**config.mk**
```make
export PLATFORM = sky130hd
export DESIGN_NAME = hcc_ctrl
export DESIGN_NICKNAME = d
export VERILOG_FILES = /design/src/hdl/hcc_pkg.sv /design/src/hdl/hcc_ctrl.sv
export SDC_FILE = /design/constraint.sdc
export NUM_CORES = 1
export LEC_CHECK = 0
export ABC_AREA = 1
export BUFFER_PORTS_ARGS = -buffer_cell sky130_fd_sc_hd__buf_4
export CORE_MARGIN = 10
export CORE_UTILIZATION = 40
export CTS_CLUSTER_DIAMETER = 150
export DETAILED_ROUTE_END_ITERATION = 16
export PLACE_DENSITY = 0.76
export SLEW_MARGIN = 10
export SYNTH_ARGS = -nofsm -noshare
export SYNTH_HDL_FRONTEND = slang
export SYNTH_SLANG_ARGS = --single-unit
```
**constraint.sdc**
```tcl
create_clock -name clk -period 1.6 [get_ports clk]
set_input_delay 0.08 -clock clk [delete_from_list [all_inputs] [get_ports clk]]
set_output_delay 0.08 -clock clk [all_outputs]
set_load 0.01 [all_outputs]
```
**src/hdl/hcc_pkg.sv**
```systemverilog
package hcc_pkg;

  localparam int MAX_SYMBOLS = 32;
  localparam int WEIGHT_BITS = 16;
  localparam int NODE_COUNT  = 2 * MAX_SYMBOLS - 1;
  localparam int LEAF_IDX_W  = $clog2(MAX_SYMBOLS);
  localparam int NODE_IDX_W  = $clog2(NODE_COUNT);
  localparam int CNT_W       = $clog2(MAX_SYMBOLS + 1);
  localparam int NODE_WT_W   = WEIGHT_BITS + $clog2(MAX_SYMBOLS);
  localparam int CODE_W      = 31;
  localparam int LEN_W       = 5;
  localparam int SYM_W       = 8;
  localparam int IN_WT_W     = 16;
  localparam int STATUS_W    = 3;

  localparam int IN_DATA_W   = 32;
  localparam int OUT_DATA_W  = 48;

  typedef enum logic [1:0] {
    OP_LOAD   = 2'd0,
    OP_BUILD  = 2'd1,
    OP_ENCODE = 2'd2,
    OP_DECODE = 2'd3
  } op_t;

  typedef enum logic [STATUS_W-1:0] {
    ST_OK        = 3'd0,
    ST_UNKNOWN   = 3'd1,
    ST_INVALID   = 3'd2,
    ST_FULL      = 3'd3,
    ST_NOT_BUILT = 3'd4
  } status_t;

  typedef enum logic [2:0] {
    RES_OK,
    RES_CODE,
    RES_SYM,
    RES_UNKNOWN,
    RES_INVALID,
    RES_FULL,
    RES_NOT_BUILT
  } res_kind_t;

  typedef enum logic [3:0] {
    S_IDLE,
    S_DISPATCH,
    S_LK_RD,
    S_LK_CHK,
    S_LD_END,
    S_BLD_INIT,
    S_SC_RD,
    S_SC_CHK,
    S_POP,
    S_ASG_ROOT,
    S_ASG_RD,
    S_ASG_C0,
    S_ASG_C1,
    S_FIN,
    S_DONE
  } state_t;

  typedef struct packed {
    logic      latch;
    logic      idx_inc;
    logic      idx_dec;
    logic      scan_chk;
    logic      lk_chk;
    logic      ld_update;
    logic      ld_append;
    logic      bld_init;
    logic      pop;
    logic      asg_root;
    logic      asg_c0;
    logic      asg_c1;
    logic      bld_finish;
    logic      acc_clr;
    logic      res_load;
    res_kind_t res_kind;
    logic      out_push;
  } cmd_t;

  typedef struct packed {
    op_t  op;
    logic built;
    logic cnt_zero;
    logic cnt_one;
    logic cnt_full;
    logic leaf_last;
    logic lk_match;
    logic prefix_any;
    logic node_last;
    logic first;
    logic merge_last;
    logic asg_last;
    logic out_free;
  } stat_t;

endpackage

```
**src/hdl/hcc_ctrl.sv**
```systemverilog
module hcc_ctrl (
  input  logic           clk,
  input  logic           rst,
  input  logic           in_valid,
  output logic           in_ready,
  input  hcc_pkg::stat_t stat,
  output hcc_pkg::cmd_t  cmd
);
  import hcc_pkg::*;

  state_t state;
  state_t state_next;

  always_ff @(posedge clk) begin
    if (rst) begin
      state <= S_IDLE;
    end else begin
      state <= state_next;
    end
  end

  always_comb begin
    state_next = state;
    unique case (state)
      S_IDLE:     if (in_valid) state_next = S_DISPATCH;
      S_DISPATCH: begin
        unique case (stat.op)
          OP_LOAD:  state_next = stat.cnt_zero ? S_LD_END : S_LK_RD;
          OP_BUILD: state_next = stat.cnt_zero ? S_DONE : S_BLD_INIT;
          default:  state_next = stat.built ? S_LK_RD : S_DONE;
        endcase
      end
      S_LK_RD:    state_next = S_LK_CHK;
      S_LK_CHK: begin
        if (stat.lk_match) begin
          state_next = S_DONE;
        end else if (stat.leaf_last) begin
          state_next = (stat.op == OP_LOAD) ? S_LD_END : S_DONE;
        end else begin
          state_next = S_LK_RD;
        end
      end
      S_LD_END:   state_next = S_DONE;
      S_BLD_INIT: state_next = stat.cnt_one ? S_ASG_ROOT : S_SC_RD;
      S_SC_RD:    state_next = S_SC_CHK;
      S_SC_CHK:   state_next = stat.node_last ? S_POP : S_SC_RD;
      S_POP: begin
        if (!stat.first && stat.merge_last) begin
          state_next = S_ASG_ROOT;
        end else begin
          state_next = S_SC_RD;
        end
      end
      S_ASG_ROOT: state_next = stat.cnt_one ? S_FIN : S_ASG_RD;
      S_ASG_RD:   state_next = S_ASG_C0;
      S_ASG_C0:   state_next = S_ASG_C1;
      S_ASG_C1:   state_next = stat.asg_last ? S_FIN : S_ASG_RD;
      S_FIN:      state_next = S_DONE;
      S_DONE:     if (stat.out_free) state_next = S_IDLE;
      default:    state_next = S_IDLE;
    endcase
  end

  always_comb begin
    cmd          = '0;
    cmd.res_kind = RES_OK;
    in_ready     = 1'b0;
    unique case (state)
      S_IDLE: begin
        in_ready  = 1'b1;
        cmd.latch = in_valid;
      end
      S_DISPATCH: begin
        if (stat.op == OP_BUILD && stat.cnt_zero) begin
          cmd.res_load = 1'b1;
          cmd.res_kind = RES_NOT_BUILT;
        end else if ((stat.op == OP_ENCODE || stat.op == OP_DECODE) && !stat.built) begin
          cmd.res_load = 1'b1;
          cmd.res_kind = RES_NOT_BUILT;
        end
      end
      S_LK_CHK: begin
        cmd.lk_chk = 1'b1;
        if (stat.lk_match) begin
          cmd.res_load = 1'b1;
          unique case (stat.op)
            OP_LOAD: begin
              cmd.ld_update = 1'b1;
              cmd.res_kind  = RES_OK;
            end
            OP_ENCODE: cmd.res_kind = RES_CODE;
            default: begin
              cmd.res_kind = RES_SYM;
              cmd.acc_clr  = 1'b1;
            end
          endcase
        end else if (stat.leaf_last) begin
          if (stat.op == OP_ENCODE) begin
            cmd.res_load = 1'b1;
            cmd.res_kind = RES_UNKNOWN;
          end else if (stat.op == OP_DECODE) begin
            cmd.res_load = 1'b1;
            if (stat.prefix_any) begin
              cmd.res_kind = RES_OK;
            end else begin
              cmd.res_kind = RES_INVALID;
              cmd.acc_clr  = 1'b1;
            end
          end
        end else begin
          cmd.idx_inc = 1'b1;
        end
      end
      S_LD_END: begin
        cmd.res_load = 1'b1;
        if (stat.cnt_full) begin
          cmd.res_kind = RES_FULL;
        end else begin
          cmd.ld_append = 1'b1;
          cmd.res_kind  = RES_OK;
        end
      end
      S_BLD_INIT: cmd.bld_init = 1'b1;
      S_SC_CHK: begin
        cmd.scan_chk = 1'b1;
        cmd.idx_inc  = !stat.node_last;
      end
      S_POP:      cmd.pop = 1'b1;
      S_ASG_ROOT: cmd.asg_root = 1'b1;
      S_ASG_C0:   cmd.asg_c0 = 1'b1;
      S_ASG_C1: begin
        cmd.asg_c1  = 1'b1;
        cmd.idx_dec = !stat.asg_last;
      end
      S_FIN: begin
        cmd.bld_finish = 1'b1;
        cmd.res_load   = 1'b1;
        cmd.res_kind   = RES_OK;
      end
      S_DONE:     cmd.out_push = stat.out_free;
      default:    cmd = '0;
    endcase
  end

endmodule

```
Word-level counts from Yosys, hierarchy flattened --
Cells that the tools add are included.
Word-level totals: output and inout port bits 20, register bits after elaboration 4, input bits 17
Cells by class: equal/unequal tests 19, multiplexer cells 48, reduce and logical (&&, ||, !) cells 13
Operator list (count):
- one-hot mux 4 bit (14 select lines) | 1
- two-way mux 4 bit | 13
- == test 4 bit (second input constant) | 7
- two-way mux 1 bit | 21
- == test 4 x 3 -> 1 bit (second input constant) | 4
- one-hot mux 4 bit (4 select lines) | 1
- two-way mux 3 bit | 5
- two-way mux 5 bit | 3
- == test 4 x 2 -> 1 bit (second input constant) | 2
- one-hot mux 4 bit (2 select lines) | 1
- == test 2 bit (second input constant) | 2
- == test 4 x 1 -> 1 bit (second input constant) | 1
- logical NOT 1 bit | 4
- logical NOT 4 bit | 1
- != test 2 bit (second input constant) | 2
- one-hot mux 2 bit (2 select lines) | 1
- OR reduction 2 bit | 2
- logical AND 1 bit | 3
- == test 2 x 1 -> 1 bit (second input constant) | 1
- logical NOT 2 bit | 1
- two-way mux 2 bit | 1
- one-hot mux 1 bit (2 select lines) | 1
- AND reduction 2 bit | 1
- logical OR 1 bit | 1

Longest topological paths before layout --
Gate-level depths: netlist of run 1.
depth in word-level cells 6, depth in mapped cells 10, gate-level depth less buffers 10

Worst setup path after synthesis of run 1 --
OpenSTA, ideal clock, no wires.
path kind reg-to-output, from register state[1], to output port cmd[2] (netlist name), arrival time 1141 ps, required time 1520 ps, setup slack 379 ps, cell stages (with the launch flop) 7, path through dfxtp_1 > nand2_1 > nor2_4 > inv_2 > nor2_1 > a21oi_1 > o21ai_1
RTL lines:
- start, declared | line hcc_ctrl.sv:11 | state_t state;
- start signal, assigned | line hcc_ctrl.sv:18 | state <= state_next;
- end, declared | line hcc_ctrl.sv:7 | output hcc_pkg::cmd_t cmd

==> reports/results.tsv, run 1 <==
stage	metric	value	unit
synth	synthAdderAreaFrac	0	
clocking	cts.reportedPaths.clkPinSlew	0.04	ns
finish	top_regs	state (4)	
drt	drc	0	
placement	place_hpwl	2.104	mm
die	ioPinCount	37	
die	initial_core_util	0.4358	
sta	max_slew_margin	0.8097	
placement	post_dp_cell_area	964.7	sq um
finish	stdcell_count	193	
clocking	hold_buffers	0	
die	dieArea	3747	sq um
sta	skew	0.003216	ns
status	outcome	finished, final reports clean	
drt	drt_wl_total	2.498	mm
sta	holdWs	0.02449	ns
clocking	numClockSinks	4	
global_route	grt_max_degree	9	
drt	postRouteAntennaNets	0	
sta	setup_viol	0	
synth	synth_compound_area_frac	0.1123	
synth	synth.ff_latch_count	4	
clocking	numCtsBuffers	3	
clocking	htreeDepth	1	
synth	synth_fp_nets	155	
drt	vias	965	
synth	yosysTopAreaCell	nand2_1	
sta	fin_tns_setup	0	ns
finish	largest_register_ffs	4	
worst_setup_path	cp.required	1.52	ns
synth	syn_area	679.4	sq um
finish	multi_input_area	479.2	sq um
sta	tightest_slew	0.2851	ns
worst_setup_path	startpoint	state[3]$_SDFFE_PP0P_	
placement	gp_congestion	0.9357	
job	drv_cap	0	
global_route	track_usage	0.1311	
finish	final_cell_area	1005	sq um
worst_setup_path	crit_path_start_kind	flop	
worst_setup_path	cp-endpoint	cmd[2]	
sta	finalHoldViolCount	0	
sta	rsz0062_at_grt	no	
sta	max_freq	0.6566	GHz
finish	areaGrowthSynthToFinish	47.88	%
worst_setup_path	r2r_slack	0.23	ns
synth	synthXorXnorAreaFrac	0.01289	
drt	first_pass_iters	4	
drt	first_iter_violations	30	
worst_setup_path	rr_worst_depth	9	
sta	maxSlewViolCount	0	
power	irDropWorstVdd	0.9392	mV
sta	min_period_over_period	0.9518	
synth	syn_avg_cell_area	4.923	sq um
worst_hold_path	min_path_type	in2reg	
sta	layout_min_cycle_time	1.523	ns
clocking	cts_max_path_buffers	2	
worst_setup_path	endpoint_kind	output port	
global_route	grt_remaining_overflow	0	
placement	io_buffers	36	
die	die_h	61.21	microns
drt	avgRoutedWirePerCell	12.94	microns
power	power	1265	uW
worst_setup_path	r2r-end	state[3]$_SDFFE_PP0P_	
finish	layout-drive-gt1-share	0.3446	
finish	seq_area	85.08	sq um
drt	via_per_inst	5.000	
die	core	1559	sq um
finish	antenna_cells	0	
clocking	cts_tree	yes	
finish	layout.nets	196	
power	power.leakage	0.0006512	uW
clocking	clk-insertion-delay-late	0.24	ns
global_route	grt_pass1_wl	3.877	mm
synth	ys_types	22	
worst_setup_path	crit_fanout	6	
synth	ys_seq_area_frac	0.1179	
power	p_per_area	1259	nW/um^2
synth	synthSimpleGateAreaFrac	0.5727	
global_route	antenna_found_initial	0	
synth	synth_top_family_by_area	simple AND/OR/NAND/NOR gates	
synth	synth_cells	138	
die	die_w	61.21	microns
global_route	grt_pass1_vias	889	
clocking	cts-root-buf	clkbuf_4	
worst_setup_path	critPathArrivalTime	1.44	ns
synth	ys_warn_count	0	
die	fp-row-count	14	
worst_setup_path	timing.rr.start	state[2]$_SDFFE_PP0P_	
finish	regMostFlops	state	
synth	synth.mux.area_fraction	0	
placement	dpl.cell_count	189	
finish	fillers	159	
synth	synth.top_cell.area_share	0.2155	
synth	synth_area_leaders	nand2_1 (22%), inv_1 (14%), dfxtp_1 (12%)	
worst_setup_path	crit_type	reg2out	
==> cell families (layout without fill, tap and decap cells) <==
| kind of cell | after synthesis | after routing |
|---|---|---|
| AOI/OAI and AO/OA | 13 | 13 |
| and+or+nand+nor | 87 | 87 |
| DFF | 4 | 4 |
| buffers and inverters | 33 | 72 |
| xor gates and xnor gates | 1 | 1 |
==> worst min-delay path by stage <==
stage / start / end / slack (ns) / cells after the start
6_report: rst / state[2]$_SDFFE_PP0P_ / 0.02 / 2
5_1_grt: rst / state[2]$_SDFFE_PP0P_ / 0.02 / 2
4_1_cts: rst / state[2]$_SDFFE_PP0P_ / 0.03 / 2
2_1_floorplan: rst / state[2]$_SDFFE_PP0P_ / 0.15 / 1
3_3_place_gp: rst / state[3]$_SDFFE_PP0P_ / 0.28 / 2
3_5_place_dp: rst / state[3]$_SDFFE_PP0P_ / 0.28 / 2
==> through the flow <==
stage               utilization  setup WS, ns
detailed placement       0.6188        0.2358
CTS                      0.6413       0.03074
global route             0.6445      0.002257
global placement         0.6188        0.2141
finish                   0.6445       0.07709
floorplan                     -        0.3795
==> cells in the mapped netlist <==
library cell,number
a211oi_1,1
nand3_1,13
buf_2,1
nor2_1,20
or2_2,1
o21ai_1,1
inv_2,6
nand2_1,39
o31ai_1,2
nand4_1,3
o21ai_2,1
nor4_1,1
xor2_1,1
nor2_4,2
a21oi_1,4
nor2_2,2
nand3_2,1
dfxtp_1,4
nor3_1,4
inv_1,26
nand2_2,1
o21ai_0,4
==> report_power, final <==
part	internal, uW	switching [uW]	total [uW]
Clock	84.0	43.4	127
Sequential	152	66.2	218
Combinational	369	551	920
==> routing by layer <==
metal | up-vias | GRT usage | share of wire
met4 | 0 | 0.03909 | 0.0044
met3 | 2 | 0.03086 | 0.076
li1 | 509 | - | -
met2 | 36 | 0.2293 | 0.49
met1 | 418 | 0.1539 | 0.43
met5 | - | 0 | 0
==> area by class of cell <==
cell class                      count  share of cell area
Tap cell                           16             0.01993
Timing Repair Buffer               37              0.2765
Inverter                           32              0.1196
Clock buffer                        3             0.02242
Multi-Input combinational cell    101              0.4770
Sequential cell                     4             0.08468
==> layout by cell type (no fill, tap or decap) <==
| master | count |
|---|---|
| clkbuf_4 | 3 |
| xor2_1 | 1 |
| o21ai_2 | 1 |
| o21ai_0 | 4 |
| a211oi_1 | 1 |
| nand3_1 | 13 |
| dfxtp_2 | 4 |
| or2_2 | 1 |
| inv_2 | 7 |
| nor2_4 | 2 |
| nor2_2 | 3 |
| nand2_2 | 2 |
| a21oi_1 | 4 |
| nor2_1 | 19 |
| nand3_2 | 1 |
| nand2_1 | 38 |
| inv_1 | 25 |
| buf_4 | 37 |
| o21ai_1 | 1 |
| o31ai_1 | 2 |
| nor3_1 | 4 |
| nor4_1 | 1 |
| nand4_1 | 3 |
==> repair_timing <==
item | CTS | global route
resized for setup | 4 | 3
endpoints found under the hold margin | 0 | 0
pin swaps | 1 | 1
setup buffers | 1 | 0
gates cloned | 0 | 0
setup endpoints to repair | 2 | 4
==> worst max-delay path: stages (launching register included) <==
cell     delay, ns
dfxtp_2       0.34
inv_2         0.08
nand2_2       0.09
nor2_4        0.16
inv_2         0.08
nor2_2        0.11
a21oi_1       0.07
o21ai_1       0.13
buf_4         0.13
Note: power is estimated with default switching activity, not from simulation.
==> inputs of run 2 (changes only) <==
- PLACE_DENSITY: 0.76 -> 0.72
==> reports/results.tsv, run 2 (synthesized netlist as in run 1, its figures left out) <==
stage	metric	value	unit	change
worst_setup_path	crit_fanout	6		unchanged
global_route	antenna_found_initial	0		unchanged
worst_setup_path	crit_path_start_kind	flop		
worst_setup_path	slowest_delay	0.36	ns	+0.02 ns
global_route	grt_max_degree	9		unchanged
job	drv_cap	0		unchanged
finish	mostFrequentLayoutCells	buf_4 (40), nand2_1 (39), inv_1 (25), nor2_1 (20), nand3_1 (13)		
finish	top_regs	state (4)		
sta	fin_tns_setup	0	ns	unchanged
die	fp-row-count	14		unchanged
clocking	cts-root-buf	clkbuf_4		
die	core	1559	sq um	unchanged
sta	finalHoldViolCount	0		unchanged
placement	dpl.cell_count	189		unchanged
placement	io_buffers	36		unchanged
worst_setup_path	slowest_stage	dfxtp_2		
worst_hold_path	min_path_type	in2reg		
placement	post_dp_cell_area	964.7	sq um	unchanged
sta	setup_viol	0		unchanged
sta	rsz0062_at_grt	no		
sta	tightest_slew	0.2860	ns	+0.0008829 ns
sta	layout_min_cycle_time	1.509	ns	-0.01355 ns
global_route	grt_pass1_wl	3.829	mm	-1.2%
global_route	grt_remaining_overflow	0		unchanged
finish	stdcell_count	196		+1.6%
drt	vias	1004		+4.0%
die	die_w	61.21	microns	unchanged
sta	finalWorstSetupSlack	0.09064	ns	+0.01355 ns
finish	final_cell_area	1021	sq um	+1.6%
placement	place_hpwl	2.160	mm	+2.7%
die	initial_core_util	0.4358		unchanged
finish	areaGrowthSynthToFinish	50.28	%	
worst_setup_path	crit_type	reg2out		
finish	largest_register_ffs	4		unchanged
sta	min_period_over_period	0.9433		-0.008469
sta	skew	0.0008010	ns	-0.002415 ns
clocking	cts_tree	yes		
clocking	cts_max_path_buffers	2		unchanged
power	p_per_area	1241	nW/um^2	-1.5%
global_route	track_usage	0.1331		+0.002025
power	power	1267	uW	+0.11%
worst_setup_path	endpoint_kind	output port		
placement	gp_congestion	0.9124		-2.5%
placement	post-place-ws	0.2333	ns	-0.002504 ns
finish	regMostFlops	state		
drt	postRouteAntennaNets	0		unchanged
clocking	htreeDepth	1		unchanged
clocking	numCtsBuffers	3		unchanged
global_route	grt_pass1_vias	890		+0.11%
power	power.leakage	0.0006665	uW	+2.3%
drt	avgRoutedWirePerCell	12.83	microns	-0.90%
die	dieArea	3747	sq um	unchanged
worst_setup_path	path_cells	nand2_1 > nor2_4 > inv_2 > nor2_1 > a21oi_1 > o21ai_1 > buf_4		
sta	max_slew_margin	0.8082		-0.001534
finish	layout.nets	199		+1.5%
clocking	numClockSinks	4		unchanged
drt	drc	0		unchanged
worst_setup_path	cp.required	1.52	ns	about the same
status	outcome	finished, final reports clean		
sta	max_freq	0.6625	GHz	+0.90%
drt	first_pass_iters	4		unchanged
sta	maxSlewViolCount	0		unchanged
power	irDropWorstVdd	0.7093	mV	-24%
clocking	clk-insertion-delay-late	0.23	ns	about the same
finish	final_common_cell	buf_4		
finish	fillers	160		+0.63%
die	ioPinCount	37		unchanged
drt	via_per_inst	5.122		+2.4%
drt	drt_wl_total	2.514	mm	+0.64%
finish	antenna_cells	0		unchanged
worst_setup_path	critPathArrivalTime	1.43	ns	about the same
die	die_h	61.21	microns	unchanged
drt	first_iter_violations	26		-13%
finish	layout-drive-gt1-share	0.3389		-0.005744
clocking	cts.reportedPaths.clkPinSlew	0.04	ns	about the same
==> run 2: power by group <==
group | internal (uW) | total [uW] | switching [uW]
Sequential | 150 | 209 | 59.7
Combinational | 381 | 935 | 554
Clock | 83.7 | 123 | 38.9
==> run 2: path summary, 6_finish.rpt <==
kind                      endpoint  depth (start not counted)  slack, ns             startpoint
min          state[3]$_SDFFE_PP0P_                          2       0.04                    rst
max reg2reg  state[3]$_SDFFE_PP0P_                          9       0.20  state[2]$_SDFFE_PP0P_
max                         cmd[2]                          7       0.09  state[1]$_SDFFE_PP0P_
min reg2reg  state[0]$_SDFFE_PP0P_                          3       0.59  state[1]$_SDFFE_PP0P_
==> run 2: worst max-delay path, delay by kind of cell (launching register included) <==
family,cells,cell delay (ns)
buffers and inverters,2,0.21
AND/OR/NAND/NOR,3,0.42
flip-flops,1,0.36
AO/OA/AOI/OAI,2,0.21
==> run 2: through the flow <==
stage	hold slack [ns]	util
floorplan	0.1524	-
global placement	0.2778	0.6188
detailed placement	0.2809	0.6188
CTS	0.03466	0.6429
global route	0.03598	0.6549
finish	0.03548	0.6549
==> run 2: metal layers <==
metal  vias to the layer above  track usage  share of wire
li1                        511            -              -
met1                       461       0.1434           0.43
met2                        26       0.2322           0.49
met3                         6      0.02675          0.050
met4                         0      0.08469          0.023
met5                         -            0              0
==> run 2: cell type report <==
cell class	instances	area, sq um	area share
sequential	4	83.83	0.08211
inverter	32	120.1	0.1176
multi-input combinational	101	474.2	0.4645
tap	16	20.02	0.01961
timing repair buffer	40	300.3	0.2941
clock buffer	3	22.52	0.02206
==> run 2: timing repair <==
item	CTS	global route
hold buffers	0	0
resized for setup	1	3
pin swaps	1	1
buffers inserted	2	2
setup endpoints to repair	2	5
endpoints found under the hold margin	0	0
